**src/rtl/core/mean_variance_two_pass_defines.svh**
```systemverilog
// ----------------------------------------------------------------------------
// mean_variance_two_pass_defines
// assertion macros shared by the mean and variance block
// ----------------------------------------------------------------------------
`ifndef MEAN_VARIANCE_TWO_PASS_DEFINES_SVH
`define MEAN_VARIANCE_TWO_PASS_DEFINES_SVH

`ifndef SYNTH

// antecedent implies consequent in the same cycle
`define MVTP_ASSERT_SAME(lbl, ante, cons) \
    lbl: assert property (@(posedge clk) disable iff (!rst_n) (ante) |-> (cons)) \
        else $error("mvtp same-cycle check failed");

// antecedent implies consequent in the next cycle
`define MVTP_ASSERT_NEXT(lbl, ante, cons) \
    lbl: assert property (@(posedge clk) disable iff (!rst_n) (ante) |=> (cons)) \
        else $error("mvtp next-cycle check failed");

`else

`define MVTP_ASSERT_SAME(lbl, ante, cons)
`define MVTP_ASSERT_NEXT(lbl, ante, cons)

`endif

`endif

```
**src/rtl/core/mvtp_pkg.sv**
```systemverilog
// ----------------------------------------------------------------------------
// mvtp_pkg
// constants and controller/datapath interface types for mean and variance
// ----------------------------------------------------------------------------
`timescale 1ns / 1ps

package mvtp_pkg;

    localparam int DEPTH       = 4096;
    localparam int SAMPLE_BITS = 16;
    localparam int FRAC_BITS   = 16;

    localparam int ADDR_BITS = $clog2(DEPTH);
    localparam int CNT_BITS  = ADDR_BITS + 1;
    localparam int SUM_BITS  = SAMPLE_BITS + ADDR_BITS + 1;
    localparam int MAG_BITS  = SAMPLE_BITS + FRAC_BITS;
    localparam int DEV_BITS  = MAG_BITS + 1;
    localparam int PROD_BITS = 2 * MAG_BITS;
    localparam int SQ_BITS   = PROD_BITS - FRAC_BITS;
    localparam int ACC_BITS  = SQ_BITS + CNT_BITS + 1;
    localparam int STEP_BITS = $clog2(ACC_BITS + 1);

    // fixed result field widths
    localparam int MEAN_BITS = 32;
    localparam int VAR_BITS  = 46;

    // divider operand select
    localparam logic SEL_MEAN = 1'b0;
    localparam logic SEL_VAR  = 1'b1;

    typedef struct packed {
        logic take;
        logic div_start;
        logic div_sel;
        logic mean_load;
        logic rd_issue;
        logic result_load;
    } cmd_t;

    typedef struct packed {
        logic div_done;
        logic rd_last;
        logic pipe_empty;
        logic out_free;
    } stat_t;

endpackage

```
**src/rtl/core/mvtp_ctrl.sv**
```systemverilog
// ----------------------------------------------------------------------------
// mvtp_ctrl
// sequencer: collect, mean division, second pass, variance division, output
// ----------------------------------------------------------------------------
`timescale 1ns / 1ps

module mvtp_ctrl
(
    input  logic            clk,
    input  logic            rst_n,
    input  logic            sample_valid,
    input  logic            last,
    output logic            sample_stall,
    output mvtp_pkg::cmd_t  cmd,
    input  mvtp_pkg::stat_t stat
);
    import mvtp_pkg::*;

    localparam logic [2:0] S_COLLECT = 3'd0;
    localparam logic [2:0] S_MSTART  = 3'd1;
    localparam logic [2:0] S_MWAIT   = 3'd2;
    localparam logic [2:0] S_PASS    = 3'd3;
    localparam logic [2:0] S_DRAIN   = 3'd4;
    localparam logic [2:0] S_VSTART  = 3'd5;
    localparam logic [2:0] S_VWAIT   = 3'd6;
    localparam logic [2:0] S_OUT     = 3'd7;

    logic [2:0] state_reg, state_next;

    always_comb
    begin
        state_next      = state_reg;
        cmd             = '0;
        cmd.div_sel     = SEL_MEAN;
        unique case (state_reg)
            S_COLLECT:
            begin
                if (sample_valid)
                begin
                    cmd.take = 1'b1;
                    if (last)
                    begin
                        state_next = S_MSTART;
                    end
                end
            end
            S_MSTART:
            begin
                cmd.div_start = 1'b1;
                state_next    = S_MWAIT;
            end
            S_MWAIT:
            begin
                if (stat.div_done)
                begin
                    cmd.mean_load = 1'b1;
                    state_next    = S_PASS;
                end
            end
            S_PASS:
            begin
                cmd.rd_issue = 1'b1;
                if (stat.rd_last)
                begin
                    state_next = S_DRAIN;
                end
            end
            S_DRAIN:
            begin
                if (stat.pipe_empty)
                begin
                    state_next = S_VSTART;
                end
            end
            S_VSTART:
            begin
                cmd.div_start = 1'b1;
                cmd.div_sel   = SEL_VAR;
                state_next    = S_VWAIT;
            end
            S_VWAIT:
            begin
                if (stat.div_done)
                begin
                    state_next = S_OUT;
                end
            end
            S_OUT:
            begin
                // wait until the previous result has been transferred
                if (stat.out_free)
                begin
                    cmd.result_load = 1'b1;
                    state_next      = S_COLLECT;
                end
            end
            default:
            begin
                state_next = S_COLLECT;
            end
        endcase
    end

    always_ff @(posedge clk or negedge rst_n)
    begin
        if (!rst_n)
        begin
            state_reg <= S_COLLECT;
        end
        else
        begin
            state_reg <= state_next;
        end
    end

    assign sample_stall = (state_reg != S_COLLECT);

endmodule

```
**config.mk**
```make
export PLATFORM = sky130hd
export DESIGN_NAME = mvtp_ctrl
export DESIGN_NICKNAME = d
export VERILOG_FILES = /design/src/rtl/core/mean_variance_two_pass_defines.svh /design/src/rtl/core/mvtp_pkg.sv /design/src/rtl/core/mvtp_ctrl.sv
export SDC_FILE = /design/constraint.sdc
export NUM_CORES = 1
export LEC_CHECK = 0
export ABC_CLOCK_PERIOD_IN_PS = 1340
export BUFFER_PORTS_ARGS = -buffer_cell sky130_fd_sc_hd__clkbuf_2
export CAP_MARGIN = 10
export CORE_AREA = 2 2 39 41
export DETAILED_ROUTE_END_ITERATION = 7
export DIE_AREA = 0 0 41 43
export GPL_TIMING_DRIVEN = 0
export PLACE_DENSITY = 0.44
export SLEW_MARGIN = 5
export SYNTH_ARGS = -nofsm -noshare
export SYNTH_HDL_FRONTEND = slang
export SYNTH_SLANG_ARGS = --single-unit
```
**constraint.sdc**
```tcl
create_clock -name clk -period 1.34 [get_ports clk]
set_input_delay 0.067 -clock clk [delete_from_list [all_inputs] [get_ports clk]]
set_output_delay 0.067 -clock clk [all_outputs]
set_load 0.02 [all_outputs]
```
==> impl_metrics.ini <==
[cts]
tritoncts = done
htreeDepth = 1
cts_sinks = 3
path_clk_slew_ns = 0.04
clock_latency_ns = 0.23
cts_root_buf = clkbuf_4
cts_made_buffers = 3
cts_buffer_depth = 2

[global_routing]
grt_pass1_vias = 216
overflow = 0
grt_use_total_pct = 7.64
grt_pass1_wl_um = 841
antenna_found_initial = 0
grt_max_degree = 9

[critical_path]
critical_path_class = flop to output port
rrSetupSlack_ns = 0.20
critPathRequiredTime_ns = 1.27
cp-end-kind = output port
cp-start-kind = flop
slowest_delay_ns = 0.40
crit_path_top_delay_cell = dfrtp_2
path_cells = or3_4, nor2_4, buf_8
critPathCapture = cmd[5]
reg2regPathDepth = 3
critical_path.startpoint = state_reg[2]$_DFFE_PN0P_
crit_arrival_ns = 1.25
worst_r2r_endpoint = state_reg[0]$_DFFE_PN0P_
critPathMaxFanout = 2
r2r_start = state_reg[2]$_DFFE_PN0P_

[sta]
period_share_pct = 98.4
hold_viol = 0
fmax_mhz = 758
slew_headroom_pct = 79.1
fin_tns_setup_ns = 0
setup_viol = 0
rsz0062_at_grt = true
skew_ns = 0.00392
maxSlewViolCount = 0
tightest_slew_ns = 0.310
min_period_ns = 1.32

[placed_design]
io_buffer_count = 14
dp_hpwl_um = 382
place.gp.congestion = 0.713

[pwr]
pwr_density_cell_nw_per_um2 = 2090
leakage_uw = 0.000200
irDropWorstVdd_uv = 402

[drt]
wl_um = 578
vias = 252
drtIter0Drc = 3
wl_per_cell_um = 8.89
firstDrtPassIters = 2
drc = 0
antenna_left = 0
viasPerCell = 3.88

[layout]
mostFrequentLayoutCells = clkbuf_2 (13), buf_4 (5), nor2_1 (4)
nets = 58
largest_reg_flops = 3
fin_util_pct = 28.1
area_growth_pct = 87.3
insertedDiodeCount = 0
mostFrequentLayoutCell = clkbuf_2
final_layout_size_suffix_gt1_share_pct = 61.2
n_fill_cell = 151

[status]
status = finished, final reports clean

[synthesis]
synthSimpleGateAreaFrac_pct = 41.6
synthXorXnorAreaFrac_pct = 0
synth_adder_area_share_pct = 0
synth_nets = 33
synth_top_family_by_area = simple AND/OR/NAND/NOR gates
yosysSeqAreaShare_pct = 36.1
synthMuxAreaShare_pct = 0
synth.area.top_cells = dfrtp_1 (36%), and2_2 (7.2%), nor2_1 (7.2%), o221ai_2 (7.2%), nand2_1 (5.4%)
netlist.area_leader.share_pct = 36.1
synth_top_cell_by_area = dfrtp_1
synth_cell_types = 15
syn_area_um2 = 208
synthCells = 25
syn_area_per_cell_um2 = 8.31
ys_ff_latch = 3
synth-compound-area-share_pct = 18.7
ys_warn_count = 0

[floorplan]
die_x_um = 41
io_pins = 15
design.core.area_um2 = 1380
die_h_um = 43
std_cell_rows = 14
die_area_um2 = 1760
initial_utilization_pct = 15.0

[flow_run]
drv_cap = 0

[min_path]
min_delay_path_depth = 3
hold_path.class = input port to flop
## worst min path at each step
stage	startpoint	end	slack, ns
floorplan	rst_n	state_reg[0]$_DFFE_PN0P_	-0.23
global placement	rst_n	state_reg[0]$_DFFE_PN0P_	-0.13
detailed placement	rst_n	state_reg[0]$_DFFE_PN0P_	-0.14
CTS	stat[2]	state_reg[2]$_DFFE_PN0P_	0.08
global route	stat[2]	state_reg[2]$_DFFE_PN0P_	0.12
finish	stat[2]	state_reg[2]$_DFFE_PN0P_	0.09
## cells by family after synthesis
group / Yosys count
AO/OA/AOI/OAI: 5
flip-flops: 3
buffers and inverters: 2
AND/OR/NAND/NOR: 15
## routing by layer
| layer | wire length (µm) | track usage (%) |
|---|---|---|
| met1 | 248 | 8.71 |
| met2 | 308 | 10.6 |
| met3 | 21 | 1.57 |
| met4 | 0 | 8.00 |
| met5 | 0 | 0 |
## cells in the mapped netlist
cell type  instances
nor2_2             1
nor3_1             1
and3b_1            1
nand2_1            3
dfrtp_1            3
inv_1              2
a21oi_1            2
nor2_1             4
o21ai_2            1
o221ai_2           1
and2_1             1
o21ai_0            1
and2b_1            1
and2_2             2
or3_4              1
## worst max-delay path: cells and delay by family, from the launching register on
kind	cells	cell delay (ns)
buf+inv	1	0.11
simple gates	2	0.50
flops	1	0.40
## repair_timing
action	CTS	global route
setup buffers	5	0
endpoints found under the hold margin	3	0
endpoints found under the setup margin	1	1
hold buffers	1	0
resized for setup	5	1
pin swaps	1	0
## metrics by stage
step	total power (µW)	hold slack, ns	cells	worst slack [ns]	instance area [µm²]
after global placement	529	-0.134	55	0.198	298
after global routing	880	0.118	65	-0.00915	389
after CTS	822	0.0849	65	-0.00670	388
after detailed placement	528	-0.135	55	0.192	298
final	813	0.0943	65	0.0212	389
after floorplan	426	-0.229	25	0.221	208
## cell type report
class / count / area (µm²) / share of cell area, %
Inverter: 2 / 7.51 / 1.93
Sequential cell: 3 / 77.6 / 19.9
Multi-Input combinational cell: 20 / 130 / 33.4
Tap cell: 16 / 20.0 / 5.14
Clock buffer: 4 / 26.3 / 6.75
Timing Repair Buffer: 20 / 128 / 32.8
## report_power, final
group / internal [µW] / switching (µW)
Combinational: 224 / 246
Clock: 112 / 46.7
Sequential: 141 / 43.7
(Power assumes the default switching activity.)
